### src/assert_macros.svh
// concurrent checks sampled on clk, off while rst_n is low
`ifndef ASSERT_MACROS_SVH
`define ASSERT_MACROS_SVH

// same-cycle implication
`define ASSERT_NOW(label, ante, cons) \
  label: assert property (@(posedge clk) disable iff (!rst_n) (ante) |-> (cons)) \
    else $error("assertion failed: same-cycle implication");

// next-cycle implication
`define ASSERT_NEXT(label, ante, cons) \
  label: assert property (@(posedge clk) disable iff (!rst_n) (ante) |=> (cons)) \
    else $error("assertion failed: next-cycle implication");

`endif

### src/hmub_pkg.sv
package hmub_pkg;

  localparam int Q_BITS = 17;
  localparam logic [Q_BITS-1:0] UNITY_ONE = 17'd65536;

  typedef struct packed {
    logic [63:0] word;
    logic        last_word;
  } in_item_t;

  typedef struct packed {
    logic [16:0] unity;
    logic [63:0] consensus;
    logic [10:0] word_count;
    logic        overflow;
  } out_item_t;

  typedef struct packed {
    logic load_word;
    logic fin_start;
    logic den_load;
    logic sum_shift;
    logic acc_en;
    logic div_init;
    logic div_step;
    logic out_load;
  } cmd_t;

  typedef struct packed {
    logic out_free;
  } status_t;

endpackage

### src/hmub_ctrl.sv
module hmub_ctrl import hmub_pkg::*; #(
  parameter int WORD_BITS = 64
) (
  input  logic    clk,
  input  logic    rst_n,
  input  logic    in_valid,
  input  logic    in_last,
  output logic    in_stall,
  input  status_t st,
  output cmd_t    cmd
);

  localparam int STEPS_MAX = (WORD_BITS > Q_BITS) ? WORD_BITS : Q_BITS;
  localparam int SCW = $clog2(STEPS_MAX + 1);

  typedef enum logic [7:0] {
    S_IDLE = 8'b0000_0001,
    S_PAIR = 8'b0000_0010,
    S_DEN  = 8'b0000_0100,
    S_SUM  = 8'b0000_1000,
    S_ACC  = 8'b0001_0000,
    S_DIVI = 8'b0010_0000,
    S_DIV  = 8'b0100_0000,
    S_DONE = 8'b1000_0000
  } state_t;

  state_t         state_r, state_nxt;
  logic [SCW-1:0] step_r, step_nxt;

  always_comb begin
    state_nxt = state_r;
    step_nxt  = step_r;
    cmd       = '0;
    in_stall  = 1'b1;
    case (state_r)
      S_IDLE: begin
        in_stall      = 1'b0;
        cmd.load_word = in_valid;
        if (in_valid && in_last) begin
          state_nxt = S_PAIR;
        end
      end
      S_PAIR: begin
        cmd.fin_start = 1'b1;
        state_nxt     = S_DEN;
      end
      S_DEN: begin
        cmd.den_load = 1'b1;
        step_nxt     = '0;
        state_nxt    = S_SUM;
      end
      S_SUM: begin
        cmd.sum_shift = 1'b1;
        cmd.acc_en    = (step_r != '0);
        if (step_r == SCW'(WORD_BITS - 1)) begin
          step_nxt  = '0;
          state_nxt = S_ACC;
        end else begin
          step_nxt = step_r + SCW'(1);
        end
      end
      S_ACC: begin
        cmd.acc_en = 1'b1;
        state_nxt  = S_DIVI;
      end
      S_DIVI: begin
        cmd.div_init = 1'b1;
        step_nxt     = '0;
        state_nxt    = S_DIV;
      end
      S_DIV: begin
        cmd.div_step = 1'b1;
        if (step_r == SCW'(Q_BITS - 1)) begin
          step_nxt  = '0;
          state_nxt = S_DONE;
        end else begin
          step_nxt = step_r + SCW'(1);
        end
      end
      S_DONE: begin
        if (st.out_free) begin
          cmd.out_load = 1'b1;
          state_nxt    = S_IDLE;
        end
      end
      default: begin
        state_nxt = S_IDLE;
        step_nxt  = '0;
      end
    endcase
  end

  always_ff @(posedge clk) begin
    if (!rst_n) begin
      state_r <= S_IDLE;
      step_r  <= '0;
    end else begin
      state_r <= state_nxt;
      step_r  <= step_nxt;
    end
  end

endmodule

### src/hmub_datapath.sv
module hmub_datapath import hmub_pkg::*; #(
  parameter int WORD_BITS = 64,
  parameter int WORD_LIMIT = 1024
) (
  input  logic      clk,
  input  logic      rst_n,
  input  cmd_t      cmd,
  input  in_item_t  in_data,
  output status_t   st,
  output logic      out_valid,
  input  logic      out_stall,
  output out_item_t out_data
);

  localparam int NW   = $clog2(WORD_LIMIT + 1);
  localparam int DENW = 2 * NW + 6;
  localparam int REMW = DENW + 18;

  logic [NW-1:0]     cnt_r [WORD_BITS];
  logic [NW-1:0]     n_r;
  logic              drop_r;
  logic [2*NW-1:0]   prod_r;
  logic [DENW-1:0]   den_r;
  logic [DENW-1:0]   dist_r;
  logic [63:0]       cons_r;
  logic [63:0]       cons_nxt;
  logic [REMW-1:0]   rem_r;
  logic [REMW-1:0]   dv_r;
  logic [Q_BITS-1:0] q_r;
  logic              out_valid_r;
  out_item_t         out_r;
  logic [NW-1:0]     mul_a, mul_b;
  logic              ge;
  logic [31:0]       n_ext;

  always_ff @(posedge clk) begin
    if (!rst_n) begin
      for (int i = 0; i < WORD_BITS; i++) begin
        cnt_r[i] <= '0;
      end
      n_r    <= '0;
      drop_r <= 1'b0;
    end else if (cmd.load_word) begin
      if (n_r < NW'(WORD_LIMIT)) begin
        for (int i = 0; i < WORD_BITS; i++) begin
          cnt_r[i] <= cnt_r[i] + NW'(in_data.word[i]);
        end
        n_r <= n_r + NW'(1);
      end else begin
        drop_r <= 1'b1;
      end
    end else if (cmd.sum_shift) begin
      for (int i = 0; i < WORD_BITS - 1; i++) begin
        cnt_r[i] <= cnt_r[i+1];
      end
      cnt_r[WORD_BITS-1] <= '0;
    end else if (cmd.out_load) begin
      n_r    <= '0;
      drop_r <= 1'b0;
    end
  end

  always_comb begin
    cons_nxt = '0;
    for (int b = 0; b < WORD_BITS; b++) begin
      cons_nxt[b] = ({cnt_r[b], 1'b0} >= {1'b0, n_r});
    end
  end

  assign mul_a = cmd.fin_start ? n_r : cnt_r[0];
  assign mul_b = cmd.fin_start ? (n_r - NW'(1)) : (n_r - cnt_r[0]);

  always_ff @(posedge clk) begin
    if (cmd.fin_start || cmd.sum_shift) begin
      prod_r <= (2*NW)'(mul_a) * (2*NW)'(mul_b);
    end
    if (cmd.fin_start) begin
      cons_r <= cons_nxt;
      dist_r <= '0;
    end else if (cmd.acc_en) begin
      dist_r <= dist_r + DENW'(prod_r);
    end
    if (cmd.den_load) begin
      den_r <= DENW'(prod_r[2*NW-1:1]) * DENW'(WORD_BITS);
    end
  end

  assign ge = (rem_r >= dv_r);

  always_ff @(posedge clk) begin
    if (cmd.div_init) begin
      rem_r <= (REMW'(den_r - dist_r) << 17) + REMW'(den_r);
      dv_r  <= REMW'(den_r) << 17;
      q_r   <= '0;
    end else if (cmd.div_step) begin
      if (ge) begin
        rem_r <= rem_r - dv_r;
      end
      dv_r <= dv_r >> 1;
      q_r  <= {q_r[Q_BITS-2:0], ge};
    end
  end

  assign n_ext = 32'(n_r);

  always_ff @(posedge clk) begin
    if (cmd.out_load) begin
      out_r.unity      <= (n_r < NW'(2)) ? UNITY_ONE : q_r;
      out_r.consensus  <= cons_r;
      out_r.word_count <= n_ext[10:0];
      out_r.overflow   <= drop_r;
    end
  end

  always_ff @(posedge clk) begin
    if (!rst_n) begin
      out_valid_r <= 1'b0;
    end else if (cmd.out_load) begin
      out_valid_r <= 1'b1;
    end else if (!out_stall) begin
      out_valid_r <= 1'b0;
    end
  end

  assign st.out_free = !out_valid_r || !out_stall;
  assign out_valid   = out_valid_r;
  assign out_data    = out_r;

endmodule

### src/hamming_unity_majority_bundle_top.sv
// Throughput: one word per cycle while a set is being collected.
// After the last word is taken the input stalls while the finisher runs
//   (pair count, one bit counter per cycle, 17-step divider) and until the result is loaded.
// The result register frees the finisher only once a waiting result is taken.
// Reset: synchronous, active low; clears the bit counters, word count and overflow flag.
`include "assert_macros.svh"

module hamming_unity_majority_bundle_top import hmub_pkg::*; #(
  parameter int WORD_BITS = 64,
  parameter int WORD_LIMIT = 1024
) (
  input  logic      clk,
  input  logic      rst_n,
  input  logic      in_valid,
  output logic      in_stall,
  input  in_item_t  in_data,
  output logic      out_valid,
  input  logic      out_stall,
  output out_item_t out_data
);

  cmd_t    cmd;
  status_t st;

  hmub_ctrl #(
    .WORD_BITS(WORD_BITS)
  ) u_ctrl (
    .clk      (clk),
    .rst_n    (rst_n),
    .in_valid (in_valid),
    .in_last  (in_data.last_word),
    .in_stall (in_stall),
    .st       (st),
    .cmd      (cmd)
  );

  hmub_datapath #(
    .WORD_BITS(WORD_BITS),
    .WORD_LIMIT(WORD_LIMIT)
  ) u_datapath (
    .clk       (clk),
    .rst_n     (rst_n),
    .cmd       (cmd),
    .in_data   (in_data),
    .st        (st),
    .out_valid (out_valid),
    .out_stall (out_stall),
    .out_data  (out_data)
  );

  `ASSERT_NEXT(a_last_goes_busy, in_valid && !in_stall && in_data.last_word, in_stall)
  `ASSERT_NOW(a_load_only_free, cmd.out_load, st.out_free)
  `ASSERT_NEXT(a_load_shows_valid, cmd.out_load, out_valid)
  `ASSERT_NOW(a_no_word_while_busy, cmd.load_word, !in_stall)

endmodule

### config.mk
export PLATFORM = sky130hd
export DESIGN_NAME = hamming_unity_majority_bundle_top
export DESIGN_NICKNAME = d
export VERILOG_FILES = /design/src/hmub_pkg.sv /design/src/hmub_ctrl.sv /design/src/hmub_datapath.sv /design/src/hamming_unity_majority_bundle_top.sv
export VERILOG_INCLUDE_DIRS = /design/src /design/src/src
export SDC_FILE = /design/constraint.sdc
export NUM_CORES = 2
export LEC_CHECK = 0
export ABC_AREA = 1
export BUFFER_PORTS_ARGS = -buffer_cell sky130_fd_sc_hd__buf_2
export CAP_MARGIN = 30
export CELL_PAD_IN_SITES_DETAIL_PLACEMENT = 2
export CELL_PAD_IN_SITES_GLOBAL_PLACEMENT = 2
export CORE_UTILIZATION = 37
export CTS_CLUSTER_SIZE = 12
export DETAILED_ROUTE_END_ITERATION = 8
export GPL_TIMING_DRIVEN = 0
export PLACE_DENSITY_LB_ADDON = 0.1
export SLEW_MARGIN = 20
export SYNTH_ARGS = -nofsm -noshare
export SYNTH_HDL_FRONTEND = slang
export SYNTH_SLANG_ARGS = --single-unit
### constraint.sdc
create_clock -name clk -period 10.1 [get_ports clk]
set_input_delay 0.505 -clock clk [delete_from_list [all_inputs] [get_ports clk]]
set_output_delay 0.505 -clock clk [all_outputs]
set_load 0.02 [all_outputs]
Word-level counts from Yosys, hierarchy flattened
Memories as Yosys holds them, arrays and structs flattened.
Index checks and enable logic that the tools add are counted.

word-level totals
  register bits after elaboration = 363
  RAM bits = 704
  bits of input ports = 69
  output and inout bits = 95
  word-level logic and storage cells = 491
  memories = 1

operators by class
  add/subtract/negate cells = 72
  multiply operators = 1
  order comparisons = 67
  equal/unequal tests = 18
  multiplexer cells = 172
  bitwise logic cells = 128
  reduce and logical (&&, ||, !) cells = 14

memory list
  name              depth  bits a word  rd ports  clocked after memory_dff  write ports  line                 source
  u_datapath.cnt_r  64     11           64        0                         64           hmub_datapath.sv:19  logic [NW-1:0] cnt_r [WORD_BITS];

operators with widths
  cell                     number
  $mux W11                 134
  $ge A12 B11 Y1           64
  $add A11 B1 Y11          64
  $mux W46                 3
  $or A1 B1 Y1             128
  $mux W44                 2
  $pmux W8 S8              1
  $add A46 B27 Y46         1
  $ge A46 B44 Y1           1
  $sub A46 B44 Y46         1
  $mux W8                  4
  $sub A27 B28 Y29         1
  $add A28 B22 Y28         1
  $mux W1                  24
  $mul A11 B11 Y22         1
  $pmux W7 S3              1
  $mux W7                  2
  $add A11 B1 Y11 const B  1
  $lt A11 B11 Y1 const B   1
  $lt A11 B2 Y1 const B    1
  $sub A11 B1 Y11 const B  1
  $sub A11 B11 Y11         1
  $ne A2 B1 Y1 const B     5
  $eq A8 B1 Y1 const B     1
  other kinds (21)         28

Logic depth before layout (Yosys ltp)
  depth in word-level cells = 7
  depth in mapped cells = 36
  gate-level depth less buffers = 34

Modules after synthesis
From an unflattened synthesis, not the netlist that was laid out.

unflattened totals
  cell total of the unflattened synthesis = 9087
  area, all modules = 78420.2 um^2

modules (own cells, without submodules)
  module         instances  cells each  area an instance (um^2)  sequential area each (um^2)
  hmub_datapath  1          8918        77270.4                  30729.5
  hmub_ctrl      1          169         1149.9                   300.3

Least setup slack after synthesis
OpenSTA, ideal clock, no wires.

  path type = in2reg
  start point = input port rst_n
  end point = memory u_datapath.cnt_r[0][0] (netlist bit), enable pin
  library setup time = 2.514 ns
  arrival time = 7.296 ns
  required time = 7.586 ns
  path slack = 0.290 ns
  stages = 7
  path buffers = 4
  cells stage by stage = buf_2 > inv_1 > nor2_1 > clkbuf_1 > buf_2 > clkbuf_1 > nand2_1

RTL lines
  element          line                                     source
  start, declared  hamming_unity_majority_bundle_top.sv:13  input logic rst_n,
  end, declared    hmub_datapath.sv:19

Worst setup path after layout
  start point = register u_datapath.n_r[0]
  end point = register u_datapath.prod_r[18] (data pin)

between the ends
  longest elaborated chain between the ends = 3
  elaborated cells on any way between the ends = 5
  those cells by class = add/sub (2); mul (1); mux (2)

ends and longest elaborated chain
  element                                              line                 source
  start, declared                                      hmub_datapath.sv:20  logic [NW-1:0] n_r;
  start signal, assigned                               hmub_datapath.sv:48  n_r <= n_r + NW'(1);
  $sub A11 B11 Y11 or $sub A11 B1 Y11 (tied branches)  hmub_datapath.sv:71  assign mul_b = cmd.fin_start ? (n_r - NW'(1)) : (n_r - cnt_r[0]);
  $mux W11                                             hmub_datapath.sv:71
  $mul A11 B11 Y22 (*)                                 hmub_datapath.sv:75  prod_r <= (2*NW)'(mul_a) * (2*NW)'(mul_b);
  end signal, assigned                                 hmub_datapath.sv:75
  end, declared                                        hmub_datapath.sv:22  logic [2*NW-1:0] prod_r;

Every way passes the cells marked *; elsewhere a longest branch is shown, timed or not.
A chain may end at the register's enable or synchronous reset.

==> metrics.log <==
INFO  metric final_cells = 12,082
INFO  metric synth-warning-count = 0
INFO  metric whs_path_depth = 2
INFO  metric grt_util_all_layers = 29.21%
INFO  metric dieHeight = 461.3 um
INFO  metric synth_xor_area_share = 4.420%
INFO  metric cts-htree-levels = 4
INFO  metric setup_tns = 0 ps
INFO  metric placementRows = approximately 170
INFO  metric drv_slew = 0
INFO  metric synth.yosys.seq_area_share = 39.75%
INFO  metric synth-adder-area-share = 17.22%
INFO  metric timing.fmax = 0.1110 GHz
INFO  metric sequential_cell_area = 31,030 um^2
INFO  metric drt-initial-drc-count = 3,862
INFO  metric worst-endpoint-required = between 10,000 and 15,000 ps
INFO  metric number_of_buffer_cells_added_on_primary_ports = approximately 160
INFO  metric tightest_slew = 1148 ps
INFO  metric critical_path.reg2reg.endpoint = u_datapath.prod_r[18]
INFO  metric gp_congestion = slightly below 0.9
INFO  metric floorplan.die_area = 212,800 um^2
INFO  metric critPathKind = reg -> reg
INFO  metric holdCritStartpoint = rst_n
INFO  metric leakagePower = 37.55 nW
INFO  metric cts_tree = built
INFO  metric worstHoldPathType = in -> reg
INFO  metric detail_route.first_pass.iterations = 5
INFO  metric io_pins = between 150 and 200
INFO  metric arrival = 9520 ps
INFO  metric power-per-cell-area = 205.3 nW/um^2
INFO  metric fin_worst_skew = ~52 ps
INFO  metric cp-start-kind = flop
INFO  metric cts_resized = 0
INFO  metric cts_num_sinks = 1,067
INFO  metric post_synth.cell_area_avg = 8.859 um^2
INFO  metric outcome = finished clean
INFO  metric synth-compound-area-share = 16.03%
INFO  metric grt_max_degree = 63
INFO  metric num_vias = about 69,000
INFO  metric clock_latency = 810 ps
INFO  metric floorplan.die.width = 461.3 um
INFO  metric grt_pass1_vias = 75,530
INFO  metric final_area = between 80,000 and 90,000 um^2
INFO  metric final_layout_size_suffix_gt1_share = 7.419%
INFO  metric multi_input_comb_area = 41,500 um^2
INFO  metric routed_wire_length_per_instance = 26.02 um
INFO  metric holdPathEnd = u_ctrl.state_r[0]
INFO  metric core_region_area = 209,600 um^2
INFO  metric clk_root_buffer_cell = sky130_fd_sc_hd__clkbuf_16
INFO  metric postSynthRegisterBits = 1,067
INFO  metric post_synth_instance_area = 78,070 um^2
INFO  metric routed_wl = between 300,000 and 400,000 um
INFO  metric worst_case_vdd_ir_drop = 0.1853 mV
INFO  metric fillCellCount = 23,222
INFO  metric minimum_setup_slack_after_placement = 1107 ps
INFO  metric ant_nets = 0
INFO  metric async_reset_ff_share = 0%
INFO  metric worst_reg_to_reg_cells = 26
INFO  metric hold_viol = 0
INFO  metric cts_hold_buffers = 0
INFO  metric grt_overflow = 0
INFO  metric setup_viol = 0
INFO  metric final.setup.worst_slack = 1092 ps
INFO  metric cts_made_buffers = 141
INFO  metric viasPerCell = 5.702
INFO  metric area_growth = 12.65%
INFO  metric postCtsSetupRepairBufs = 0
INFO  metric starting_density_of_the_core = between 30% and 40%
INFO  metric ctsLongestPathBuffers = 3
INFO  metric rrSetupSlack = ~1100 ps
INFO  metric layout_min_cycle_time = 9008 ps
INFO  metric syn_nets = 9,905
INFO  metric maxSlewHeadroom = around 22%
INFO  metric largest_family_of_logic_cells_by_synthesized_area = adder cells
INFO  metric synth-edff-count = 966
INFO  metric post_dp_cell_area = 83,420 um^2
INFO  metric setup_repair_after_global_routing_missed_its_margin = no
INFO  metric number_of_antenna_violations_at_the_first_check_in_global_routing = 14
INFO  metric clk_transition_reported_paths = ~60 ps
INFO  metric finalCritPeriodShare = about 90%
INFO  metric finish.net_count = a little over 10,000
INFO  metric drc = 0
INFO  metric synth-simple-area-share = 15.45%
INFO  metric synth_flop_cell = sky130_fd_sc_hd__edfxtp_1
INFO  metric hpwlAfterDp = approximately 240,000 um
INFO  metric worst_r2r_startpoint = u_datapath.n_r[0]
INFO  metric global_route_wire_length_before_repair = 469,600 um
INFO  metric muxShareOfSynthArea = 0%
INFO  metric worstSetupEndpointType = flop
INFO  metric yosys.cell_types.count = 62
INFO  metric postSynthCellCount = 8,812
INFO  metric max-cap-violations = 0
INFO  metric design_power_total = 18.06 mW
INFO  metric path_max_fanout = 10
INFO  metric post-place-cells = 11,826
-- per-stage QoR --
stage                     hold slack, ps  util [%]
after floorplan                    400.3         -
after global placement             401.1     39.31
after detailed placement           405.2     39.81
after CTS                          47.89     41.95
after global routing               78.18     41.96
final                              88.68     41.97
-- cell families after synthesis --
kind of cell | Yosys count
AO/OA/AOI/OAI | 2092
XOR/XNOR | 394
adder cells (fa/ha/maj) | 1024
buffers and inverters | 1416
flip-flops | 1067
AND/OR/NAND/NOR | 2819
-- worst max-delay path by stage --
| stage | startpoint | to | slack (ps) |
|---|---|---|---|
| 6_report | u_datapath.n_r[0] | u_datapath.prod_r[18] | 1090 |
| 4_1_cts | u_datapath.n_r[0] | u_datapath.prod_r[18] | 1160 |
| 3_3_place_gp | rst_n | u_datapath.cnt_r[27][0] | -7970 |
| 5_1_grt | u_datapath.n_r[0] | u_datapath.prod_r[18] | 820 |
| 3_5_place_dp | u_datapath.n_r[0] | u_datapath.prod_r[18] | 1110 |
| 2_1_floorplan | rst_n | u_datapath.cnt_r[0][0] | 290 |
-- worst max-delay path: stages, from the launching register on --
cell,delay [ps]
sky130_fd_sc_hd__dfxtp_1,450
sky130_fd_sc_hd__inv_1,760
sky130_fd_sc_hd__clkbuf_1,570
sky130_fd_sc_hd__buf_2,470
sky130_fd_sc_hd__ha_1,340
sky130_fd_sc_hd__fa_1,250
sky130_fd_sc_hd__inv_1,90
sky130_fd_sc_hd__nand3_1,90
sky130_fd_sc_hd__o2111ai_1,130
sky130_fd_sc_hd__xnor2_1,630
sky130_fd_sc_hd__inv_1,340
sky130_fd_sc_hd__nor2_1,240
sky130_fd_sc_hd__fa_1,450
sky130_fd_sc_hd__fa_1,520
sky130_fd_sc_hd__fa_1,520
sky130_fd_sc_hd__fa_1,550
sky130_fd_sc_hd__inv_1,60
sky130_fd_sc_hd__fa_1,530
sky130_fd_sc_hd__inv_1,40
sky130_fd_sc_hd__ha_1,360
sky130_fd_sc_hd__nand2_1,120
sky130_fd_sc_hd__nor2_1,50
sky130_fd_sc_hd__a211oi_1,280
sky130_fd_sc_hd__nand3_1,220
sky130_fd_sc_hd__a21oi_1,300
sky130_fd_sc_hd__o21ai_0,150
sky130_fd_sc_hd__xor2_1,180
-- final cells by class --
class                      instances  area share [%]
clock inverter                    66          0.7199
buffer                           239           1.329
sequential                      1067           35.28
antenna                            4         0.01138
clock buffer                     184           4.395
timing repair buffer             211           1.997
multi-input combinational       6329           47.19
inverter                        1177           5.090
tap                             2805           3.991
-- metal layers --
layer	part of all wire [%]	track usage, %
met5	0.0067	0
met4	3.7	10.71
met1	43	36.80
met3	3.6	3.043
met2	49	51.24
-- power breakdown --
group | internal [mW] | switching [mW] | total [mW]
clock | 2.95 | 2.15 | 5.10
sequential | 5.67 | 0.664 | 6.34
combinational | 2.42 | 4.20 | 6.62
-- cells in the final DEF, fill, tap and decap left out, drive strengths merged, types with 5 or more instances in the layout --
cell	synthesis	final
nand2	1374	1374
inv	1175	1185
edfxtp	966	966
ha	940	940
a21oi	765	765
nor2	666	666
o21ai	654	654
nand3	358	358
buf	127	336
xor2	314	314
clkbuf	112	297
nor3	163	163
nand4	156	156
a211oi	156	156
o22ai	129	129
dfxtp	101	101
fa	84	84
xnor2	80	80
a21o	77	77
o32ai	68	68
o311ai	53	53
a22o	46	46
clkinv	2	44
or2	42	42
nor4	40	40
a32o	38	38
a31oi	30	30
o211ai	24	24
o21bai	14	14
o31ai	13	13
nor3b	10	10
bufinv	0	10
o21a	7	7
nand3b	6	6
o2111ai	5	5
-- registers in the layout, indices dropped and copies added, names as in the netlist --
register / cells
u_datapath.out_data: 93
u_datapath.rem_r: 46
u_datapath.dv_r: 44
u_datapath.prod_r: 22
u_datapath.q_r: 17
u_ctrl.state_r: 8
u_ctrl.step_r: 7
u_datapath.cons_r: 64
u_datapath.n_r: 11
u_datapath.out_valid: 1
u_datapath.cnt_r: 704
u_datapath.den_r: 21
u_datapath.dist_r: 28
u_datapath.drop_r: 1
-- synthesized netlist by cell type, types with 10 or more instances --
master | n | share of area [%]
sky130_fd_sc_hd__xor2_1 | 314 | 3.5
sky130_fd_sc_hd__a22o_1 | 46 | 0.52
sky130_fd_sc_hd__a31oi_1 | 30 | 0.24
sky130_fd_sc_hd__o211ai_1 | 24 | 0.23
sky130_fd_sc_hd__or2_2 | 41 | 0.33
sky130_fd_sc_hd__a32o_1 | 38 | 0.49
sky130_fd_sc_hd__nor2_1 | 653 | 3.1
sky130_fd_sc_hd__ha_1 | 940 | 15
sky130_fd_sc_hd__o32ai_1 | 68 | 0.76
sky130_fd_sc_hd__o21bai_1 | 14 | 0.13
sky130_fd_sc_hd__buf_4 | 19 | 0.18
sky130_fd_sc_hd__nor4_1 | 38 | 0.30
sky130_fd_sc_hd__nand2_1 | 1366 | 6.6
sky130_fd_sc_hd__a21o_1 | 77 | 0.74
sky130_fd_sc_hd__o31ai_1 | 13 | 0.13
sky130_fd_sc_hd__o21ai_1 | 77 | 0.49
sky130_fd_sc_hd__dfxtp_1 | 101 | 2.6
sky130_fd_sc_hd__o21ai_0 | 568 | 3.6
sky130_fd_sc_hd__clkbuf_1 | 112 | 0.54
sky130_fd_sc_hd__fa_1 | 84 | 2.2
sky130_fd_sc_hd__a211oi_1 | 124 | 1.2
sky130_fd_sc_hd__a211oi_2 | 32 | 0.51
sky130_fd_sc_hd__xnor2_1 | 80 | 0.90
sky130_fd_sc_hd__nand3_1 | 356 | 2.3
sky130_fd_sc_hd__buf_2 | 91 | 0.58
sky130_fd_sc_hd__nor3_1 | 159 | 1.0
sky130_fd_sc_hd__nor3b_1 | 10 | 0.096
sky130_fd_sc_hd__o22ai_1 | 129 | 1.0
sky130_fd_sc_hd__o311ai_0 | 53 | 0.59
sky130_fd_sc_hd__a21oi_1 | 764 | 4.9
sky130_fd_sc_hd__edfxtp_1 | 966 | 37
sky130_fd_sc_hd__nand4_1 | 156 | 1.3
sky130_fd_sc_hd__inv_1 | 1166 | 5.6
Note: power is estimated with default switching activity, not from simulation.
